File: src/mcrs_pkg.sv
// ----------------------------------------------------------------------------
// mcrs_pkg - shared types and constants of the rank-sum sorter
// Beat types for the entry and result channels, and field widths.
// ----------------------------------------------------------------------------
package mcrs_pkg;

  localparam int NCRIT      = 4;
  localparam int FIELD_W    = 32;
  localparam int RANK_W     = 6;
  localparam int IDX_W      = 6;
  localparam int TOTAL_W    = 8;
  localparam int MASK_W     = 4;
  localparam logic [MASK_W-1:0] MASK_RESET = 4'd5;

  typedef struct packed {
    logic signed [FIELD_W-1:0] crit_a;
    logic signed [FIELD_W-1:0] crit_b;
    logic signed [FIELD_W-1:0] crit_c;
    logic signed [FIELD_W-1:0] crit_d;
    logic                      last_entry;
  } in_beat_t;

  typedef struct packed {
    logic [IDX_W-1:0]   entry_index;
    logic [RANK_W-1:0]  rank_a;
    logic [RANK_W-1:0]  rank_b;
    logic [RANK_W-1:0]  rank_c;
    logic [RANK_W-1:0]  rank_d;
    logic [TOTAL_W-1:0] total_score;
    logic               overflow;
    logic               last_result;
  } out_beat_t;

endpackage

File: src/mcrs_cmp.sv
// ----------------------------------------------------------------------------
// mcrs_cmp - shared key compare unit
// Equality and "better than" of one stored key row against the pivot row.
// ----------------------------------------------------------------------------
module mcrs_cmp #(
  parameter int KEY_W = 32
) (
  input  logic [mcrs_pkg::NCRIT-1:0][KEY_W-1:0] piv,
  input  logic [mcrs_pkg::NCRIT-1:0][KEY_W-1:0] dat,
  input  logic [mcrs_pkg::MASK_W-1:0]           mask,
  output logic [mcrs_pkg::NCRIT-1:0]            eq,
  output logic [mcrs_pkg::NCRIT-1:0]            bet
);

  import mcrs_pkg::*;

  // keys are offset binary, so unsigned compare gives signed order
  always_comb begin
    for (int c = 0; c < NCRIT; c++) begin
      eq[c]  = (dat[c] == piv[c]);
      bet[c] = mask[c] ? (dat[c] > piv[c]) : (dat[c] < piv[c]);
    end
  end

endmodule

File: config.mk
export PLATFORM = sky130hd
export DESIGN_NAME = mcrs_cmp
export DESIGN_NICKNAME = d
export VERILOG_FILES = /design/src/mcrs_pkg.sv /design/src/mcrs_cmp.sv
export SDC_FILE = /design/constraint.sdc
export NUM_CORES = 1
export LEC_CHECK = 0
export BUFFER_PORTS_ARGS = -buffer_cell sky130_fd_sc_hd__buf_4
export CELL_PAD_IN_SITES_DETAIL_PLACEMENT = 2
export CELL_PAD_IN_SITES_GLOBAL_PLACEMENT = 2
export CORE_MARGIN = 8
export CORE_UTILIZATION = 18
export DETAILED_ROUTE_END_ITERATION = 16
export PLACE_DENSITY = 0.91
export SLEW_MARGIN = 30
export SYNTH_ARGS = -nofsm -noshare
export SYNTH_HDL_FRONTEND = slang
export SYNTH_SLANG_ARGS = --single-unit
File: constraint.sdc
create_clock -name vclk -period 1.75
set_input_delay 0.175 -clock vclk [all_inputs]
set_output_delay 0.175 -clock vclk [all_outputs]
set_load 0.03 [all_outputs]
# [Yosys cells after proc, flatten, opt, wreduce, memory -nomap -nowiden]
# Cells that the tools add are included.
[totals] wordCells=16 in_bits=260 ff_bits=0 out_inout_bits=8
[classes] n_eq_ne=4 n_lt_le_gt_ge=8 mux=4
[ops] op="32-bit equality test" count=4
[ops] op="32-bit > comparator" count=4
[ops] op="32-bit less-than comparator" count=4
[ops] op="1-bit two-way mux" count=4

# [Logic depth before layout (Yosys ltp)]
# Gate-level depths: netlist of the first run.
[depth] depth_word=2 ltp_mapped=8 ltp_nobuf=8

# [Worst setup path after synthesis of the first run]
# OpenSTA, ideal clock, no wires.
[synth_timing] kind="input to output" from="input piv[30] (netlist name)" to="output bet[0] (netlist name)" t_arrival_ns=1.987 t_required_ns=1.575 cell_stages=7 n_path_buf=0 setup_slack_ns=-0.412 path_cell_list="inv_1 ha_1 nand4_1 nor4_1 and3_1 a21oi_1 o31ai_1"
[synth_between] elab_chain_len=2 word_cells_on_any_way=3 classes_between="order compare: 2; mux: 1"
[synth_rtl] item="start, declared" line_no="mcrs_cmp.sv:8" text="input logic [mcrs_pkg::NCRIT-1:0][KEY_W-1:0] piv,"
[synth_rtl] item="32-bit less-than comparator or 32-bit > comparator (tied branches)" line_no="mcrs_cmp.sv:21" text="bet[c] = mask[c] ? (dat[c] > piv[c]) : (dat[c] < piv[c]);"
[synth_rtl] item="1-bit two-way mux (*)" line_no="mcrs_cmp.sv:21"
[synth_rtl] item="end, declared" line_no="mcrs_cmp.sv:12" text="output logic [mcrs_pkg::NCRIT-1:0] bet"
# Mark *: on every way between the ends. The rest lies on a longest branch, timed or not.

# [Final worst setup path of the first run]
[layout_timing] from="input piv[11] (netlist name)" to="output bet[0] (netlist name)"
# The elaborated chain is that of the path after synthesis.

==> metrics, run 1 <==
status=complete, but fails checks; failing checks=negative setup slack; WL/cell=22.3 µm; CP endpoint kind=primary output; Max Transition Viols Final=0; Netlist cell types=25; achievable clock frequency=about 460 MHz; total number of vias=4,811; Post-route DRC=0; count of flip-flops and latches=0; Die X=approximately 150 µm; setup_tns=-2.24 ns; syn_area_per_cell=between 7 and 8 µm²; CP startpoint=piv[11]; Hold-fix buffers, CTS=0; vias in the first global route=5,881; WHS=0.760 ns; Slew HR=0.706; FILL cells=1,946; die span in y=152 µm; routed wire length=between 20,000 and 25,000 µm; endpoints failing setup=8; Die ar.=0.0230 mm²; Clock Buffer Count=0; fin nets=between 1,000 and 1,500; register area share after synthesis=0; worst setup path class=input port to primary output; initial drt markers=64; Final ANT Viol Nets=0; routed vias/inst=4.68; Sequential Area=0 µm²; core region area=~0.018 mm²; crit start category=input port; GR Overflow Total=0; Final HPWL DP=17,500 µm; PortBufs=268; first-pass GRT wire length=32,200 µm; Layout area overhead=132%; setup ws final=-0.421 ns; Max-Cap Viols=0; share of cells above drive strength 1=0.647; measured slew at the worst slew-check pin=0.436 ns; Cells after Synth=467; num rows=49; worst vdd ir=101 µV; GRT Total Usage=0.174; largest net degree at the start of global routing=4; initial antenna violation count=2; RSZ-0062 raised after global routing=true; I/O pins=268; Hold Fails Final Rpt=0; min-delay src=mask[0]; routability cong.=0.783; syn_nets=855; Final Critical Period=2.17 ns; crit-path max FO=2; final instance area=0.00769 mm²; pwr dens=around 250 mW/mm²; total iterations of the first detailed-routing run=4; period utilization=1.24; Initial Util=0.184; area post-placement=0.00611 mm²; Worst EP required=about 1.6 ns; HP Class=input port to primary output; Leak=3.87 nW; Synth Cell Area=0.00332 mm²; CP arrival=2.00 ns; Ys Warns=0
==> stage by stage <==
step | util | power (W) | std cells | worst slack, ns
after global placement | 0.339 | 0.00137 | 1008 | -0.500
after CTS | 0.397 | 0.00174 | 1016 | -0.392
after detailed placement | 0.339 | 0.00145 | 1008 | -0.530
after floorplan | - | 0.000634 | 467 | -0.149
after global routing | 0.427 | 0.00212 | 1027 | -0.466
final | 0.427 | 0.00195 | 1027 | -0.421
==> cell type report <==
class	count	area, µm²	share of cell area
inverters	136	591	0.0768
well taps	229	287	0.0373
diodes	2	5.00	0.000651
multi-input cells	331	4020	0.523
repair buffers	329	2790	0.362
==> logic make-up (layout without fill, tap and decap cells) <==
| family | count (synthesis) | count (layout) | synth area share |
|---|---|---|---|
| other | 0 | 2 | 0 |
| AND/OR/NAND/NOR | 100 | 100 | 0.155 |
| adder cells (fa/ha/maj) | 128 | 128 | 0.482 |
| AO/OA/AOI/OAI | 103 | 103 | 0.208 |
| buffers and inverters | 136 | 465 | 0.154 |
==> what timing repair did <==
| action | in CTS | in global routing |
|---|---|---|
| setup buffers | 10 | 10 |
| gates cloned | 0 | 0 |
| endpoints found under the setup margin | 8 | 8 |
| resized for setup | 177 | 107 |
| pin swaps | 94 | 66 |
==> final timing paths <==
kind / cells past startpoint / end
min: 4 / bet[0]
max: 10 / bet[0]
==> cell usage in the layout, fill, tap and decap left out, types with 2 or more instances in the layout <==
| cell | n |
|---|---|
| buf_4 | 252 |
| ha_4 | 75 |
| inv_1 | 72 |
| buf_6 | 70 |
| ha_1 | 53 |
| a21oi_1 | 36 |
| inv_2 | 35 |
| nand2_1 | 31 |
| inv_4 | 27 |
| nand4_1 | 19 |
| a21oi_2 | 15 |
| nor2_1 | 13 |
| nand3_1 | 12 |
| a21o_1 | 8 |
| a211o_1 | 8 |
| nor4_4 | 7 |
| buf_8 | 7 |
| o21ai_1 | 6 |
| and3_4 | 5 |
| a221o_1 | 5 |
| o21ai_2 | 4 |
| a211oi_1 | 4 |
| o211ai_1 | 4 |
| o31ai_4 | 4 |
| a41o_1 | 3 |
| a221oi_2 | 3 |
| diode_2 | 2 |
| nand4_4 | 2 |
| nand2_2 | 2 |
| or4_1 | 2 |
| o21ai_0 | 2 |
==> routing by layer <==
layer | routed length [µm] | vias to the layer above | track usage
met4 | 1250 | 0 | 0.0835
met2 | 12800 | 189 | 0.347
met5 | 0 | - | 0
met1 | 7740 | 2269 | 0.166
met3 | 1030 | 60 | 0.0330
li1 | - | 2293 | -
==> critical path, stage by stage <==
cell	delay, ns
buf_4	0.11
inv_2	0.08
ha_4	0.21
nand4_1	0.12
nor2_1	0.09
a221o_1	0.35
a211o_1	0.31
a211o_1	0.32
o31ai_4	0.07
buf_6	0.16
==> synth_stat cells <==
cell | instances | share of area
a211oi_1 | 4 | 0.0090
nor2_1 | 15 | 0.017
o211ai_1 | 4 | 0.0090
o21ai_0 | 6 | 0.0090
nand4_1 | 19 | 0.036
nor4_1 | 8 | 0.015
a21oi_1 | 47 | 0.071
or4_1 | 3 | 0.0068
nand4_2 | 3 | 0.011
and4_1 | 1 | 0.0026
and3_1 | 6 | 0.011
o31ai_1 | 1 | 0.0023
nand3_1 | 12 | 0.018
o31ai_2 | 3 | 0.011
a41o_1 | 3 | 0.0090
a21oi_2 | 4 | 0.011
a211o_1 | 8 | 0.021
ha_1 | 128 | 0.48
o21ai_1 | 3 | 0.0045
inv_1 | 136 | 0.15
nand2_1 | 33 | 0.037
a21o_1 | 8 | 0.018
a221o_1 | 5 | 0.015
o21ai_2 | 3 | 0.0079
a221oi_1 | 4 | 0.011
==> where the power goes <==
group	leakage (nW)	switching, W	internal [W]
logic	3.87	0.000846	0.00110
registers	0	0	0
clock network	0.0000127	0	0.000000000153
total	3.87	0.000846	0.00110
Power figures use the tool's default switching activity.
==> run 2: changes to the inputs <==
--- a/config.mk
+++ b/config.mk
@@ -11,6 +11,7 @@
 export CORE_MARGIN = 8
 export CORE_UTILIZATION = 18
 export DETAILED_ROUTE_END_ITERATION = 16
+export MAX_ROUTING_LAYER = met4
 export PLACE_DENSITY = 0.91
 export SLEW_MARGIN = 30
 export SYNTH_ARGS = -nofsm -noshare
==> run 2 against run 1 <==
Against the previous run: utilization decreased by 0.28 points; highest routed layer unchanged; the flow still finishes with violations (negative setup slack); cell count about the same; global-route usage increased by 0.49 points; first-iteration DRC count decreased by 4.7%; sequential share of layout area unchanged; power decreased by 0.87%; critical path type unchanged.
==> metrics, run 2 (synthesis gave the netlist of run 1 again) <==
crit-path max FO=2; initial antenna violation count=2; routability cong.=around 0.79; HP Class=input port to primary output; Hold Fails Final Rpt=0; largest net degree at the start of global routing=4; most frequent cells in the layout=buf_4, inv_1, ha_4; Die ar.=0.0230 mm²; core region area=0.0180 mm²; failing checks=negative setup slack; first-pass GRT wire length=32,200 µm; I/O pins=268; status=complete, but fails checks; crit start category=input port; WHS=approximately 0.76 ns; count of flip-flops and latches=0; Hold-fix buffers, CTS=0; setup ws final=-0.410 ns; Clock Buffer Count=0; Initial Util=0.184; Final Critical Period=around 2.2 ns; share of cells above drive strength 1=0.639; Sequential Area=0 µm²; Max Transition Viols Final=0; CP endpoint kind=primary output; pwr dens=253 mW/mm²; num rows=49; Die X=152 µm; Leak=3.86 nW; Max-Cap Viols=0; PortBufs=268; GR Overflow Total=0; die span in y=152 µm; worst setup path class=input port to primary output; routed vias/inst=4.66; CP startpoint=piv[11]; endpoints failing setup=8; final design utilization=0.424; Worst setup endpoint=bet[0]; routed wire length=22,700 µm; Worst EP required=1.57 ns; measured slew at the worst slew-check pin=~0.43 ns; total number of vias=4,782; Layout area overhead=130%; RSZ-0062 raised after global routing=true; min-delay src=mask[0]; fin nets=roughly 1,200; WL/cell=22.1 µm; GRT Total Usage=0.179; initial drt markers=61; CP arrival=1.99 ns; Final HPWL DP=about 18,000 µm; Final ANT Viol Nets=0; achievable clock frequency=463 MHz; Post-route DRC=0; hold path cells=4; period utilization=1.23; Slew HR=0.707; total iterations of the first detailed-routing run=4; worst vdd ir=between 90 and 100 µV; most common cell after layout, fill and taps aside=buf_4; vias in the first global route=roughly 6,000
[run 2: worst max-delay path, cell delays in order]
cell	delay, ns
buf_4	0.11
inv_2	0.08
ha_4	0.21
nand4_1	0.12
nor2_1	0.09
a221o_1	0.35
a211o_1	0.30
a211o_1	0.31
o31ai_4	0.07
buf_6	0.16
[run 2: area by class of cell]
cell class / count / area (µm²)
diodes: 2 / 5.00
fillers: 1961 / 10400
inverters: 136 / 586
multi-input cells: 331 / 4010
well taps: 229 / 287
repair buffers: 328 / 2760
[run 2: repair_timing]
item	in CTS	in global routing
setup endpoints to repair	8	8
pin swaps	94	61
resized for setup	177	93
buffers inserted	10	9
[run 2: worst min-delay path by stage]
stage              to  slack, ns
2_1_floorplan  bet[0]       0.54
3_3_place_gp   bet[0]       0.78
3_5_place_dp   bet[0]       0.79
4_1_cts        bet[2]       0.75
5_1_grt        bet[0]       0.77
6_report       bet[0]       0.76
[run 2: per-layer routing]
layer  wire (µm)  part of all wire  up-vias  GRT usage
li1            -                 -     2290          -
met2       12800              0.56      181      0.346
met5           0                 0        -          -
met4        1240             0.055        0     0.0844
met1        7730              0.34     2253      0.167
met3         980             0.043       58     0.0310
[run 2: power breakdown]
| group | leakage, nW | switching (W) | internal, W |
|---|---|---|---|
| clock | 0.0000127 | 0 | 0.000000000153 |
| sequential | 0 | 0 | 0 |
| combinational | 3.86 | 0.000839 | 0.00110 |
| total | 3.86 | 0.000839 | 0.00110 |
[run 2: stage by stage]
stage	instances	total power [W]	TNS [ns]	setup slack (ns)	area, µm²
after global placement	1008	0.00137	-2.72	-0.500	6110
after global routing	1026	0.00211	-2.62	-0.457	7640
after floorplan	467	0.000634	-0.503	-0.149	3490
after CTS	1016	0.00174	-1.79	-0.392	7150
final	1026	0.00193	-2.12	-0.410	7640
after detailed placement	1008	0.00145	-3.25	-0.530	6110
==> run 3: changes to the inputs <==
--- a/config.mk
+++ b/config.mk
@@ -6,13 +6,14 @@
 export NUM_CORES = 1
 export LEC_CHECK = 0
 export BUFFER_PORTS_ARGS = -buffer_cell sky130_fd_sc_hd__buf_4
+export CAP_MARGIN = 10
 export CELL_PAD_IN_SITES_DETAIL_PLACEMENT = 2
 export CELL_PAD_IN_SITES_GLOBAL_PLACEMENT = 2
 export CORE_MARGIN = 8
 export CORE_UTILIZATION = 18
 export DETAILED_ROUTE_END_ITERATION = 16
 export MAX_ROUTING_LAYER = met4
-export PLACE_DENSITY = 0.91
+export PLACE_DENSITY_LB_ADDON = 0.08
 export SLEW_MARGIN = 30
 export SYNTH_ARGS = -nofsm -noshare
 export SYNTH_HDL_FRONTEND = slang
==> constraint.sdc (replaced) <==
create_clock -name vclk -period 1.87
set_input_delay 0.187 -clock vclk [all_inputs]
set_output_delay 0.187 -clock vclk [all_outputs]
set_load 0.03 [all_outputs]
==> run 3 against run 2 <==
Against the previous run: the run still ends with negative setup slack left; utilization is 0.57 points higher; via count is 3.1% lower; critical path depth is 1 lower; die area stayed put; routed wire length is 18% lower; non-clock buffer count is 1 higher; sequential share of layout area stayed put; setup slack better by 0.18 ns; power is 8.1% lower; clock-buffer cell count stayed put; worst hold slack better by 0.018 ns; combinational power is 8% lower.
==> metrics, run 3 (synthesis gave the netlist of run 1 again) <==
largest net degree at the start of global routing=4; HP Class=input port to primary output; Final Critical Period=2.10 ns; worst vdd ir=98.8 µV; Die X=152 µm; failing checks=negative setup slack; measured slew at the worst slew-check pin=roughly 0.36 ns; total iterations of the first detailed-routing run=4; Power, Total=0.00178 W; PortBufs=268; status=complete, but fails checks; routability cong.=0.797; Layout area overhead=133%; most frequent cells in the layout=buf_4, ha_4, inv_1; most common cell after layout, fill and taps aside=buf_4; GRT Total Usage=0.152; setup ws final=-0.227 ns; CP arrival=1.91 ns; num rows=49; crit-path max FO=3; Leak=3.84 nW; vias in the first global route=~5,600; Post-Place Cells=a little over 1,000; routed vias/inst=4.52; total number of vias=~4,600; number of diodes=0; Hold Fails Final Rpt=0; routed wire length=18,700 µm; Hold-fix buffers, CTS=0; worst setup path class=input port to primary output; achievable clock frequency=around 480 MHz; Clock Buffer Count=0; area post-placement=0.00608 mm²; Cell Count, Final, Fillers Out=1,025; RSZ-0062 raised after global routing=true; Die ar.=0.0230 mm²; core region area=~0.018 mm²; share of cells above drive strength 1=0.676; Slew HR=0.757; period utilization=1.12; GR Overflow Total=0; endpoints failing setup=5; I/O pins=around 270; pwr dens=229 mW/mm²; Max Transition Viols Final=0; Final ANT Viol Nets=0; final instance area=0.00774 mm²; Max-Cap Viols=0; fin nets=approximately 1,200; CP endpoint kind=primary output; first-pass GRT wire length=28,400 µm; Initial Util=0.184; crit start category=input port; WL/cell=18.2 µm; Worst EP required=around 1.7 ns; initial antenna violation count=0; initial drt markers=43; count of flip-flops and latches=0; Post-route DRC=0; Sequential Area=0 µm²; Final HPWL DP=16,000 µm; FILL cells=1,967; die span in y=~150 µm
[run 3: final timing paths]
| kind | slack, ns | to | from | cells past startpoint |
|---|---|---|---|---|
| worst max-delay path | -0.23 | bet[1] | piv[59] | 9 |
| worst min-delay path | 0.78 | bet[3] | mask[3] | 4 |
[run 3: through the flow]
| step | utilization | setup TNS (ns) | setup WS, ns | hold WS [ns] |
|---|---|---|---|---|
| 3_3_place_gp | 0.337 | -1.86 | -0.322 | 0.802 |
| 5_1_grt | 0.430 | -1.38 | -0.306 | 0.799 |
| 3_5_place_dp | 0.337 | -2.16 | -0.396 | 0.814 |
| 4_1_cts | 0.393 | -0.918 | -0.247 | 0.785 |
| 6_report | 0.430 | -0.914 | -0.227 | 0.778 |
| 2_1_floorplan | - | -0.153 | -0.0526 | 0.565 |
[run 3: power breakdown]
part	leakage (nW)	internal, W	switching [W]	total (W)
registers	0	0	0	0
logic	3.84	0.00103	0.000749	0.00178
clock network	0	0	0	0
total	3.84	0.00103	0.000749	0.00178
[run 3: cell type report]
class              count  area (µm²)  share of cell area
multi-input cells    331        4200               0.543
repair buffers       329        2700               0.348
inverters            136         558              0.0721
well taps            229         287              0.0370
[run 3: layer usage]
layer	GRT usage	part of all wire	routed length, µm
met5	-	0	0
met3	0.0262	0.048	896
met2	0.316	0.59	11000
met1	0.149	0.36	6670
met4	0.00377	0.0039	72
[run 3: worst max-delay path, stage by stage]
cell	delay, ns
buf_8	0.08
inv_4	0.03
ha_4	0.26
nand4_1	0.15
or4_1	0.55
o211ai_1	0.17
a21oi_2	0.08
o31ai_4	0.23
buf_6	0.17
[run 3: repair_timing]
action,4_1_cts,5_1_grt
setup buffers,8,11
setup endpoints to repair,8,8
resized for setup,157,126
pin swaps,96,83
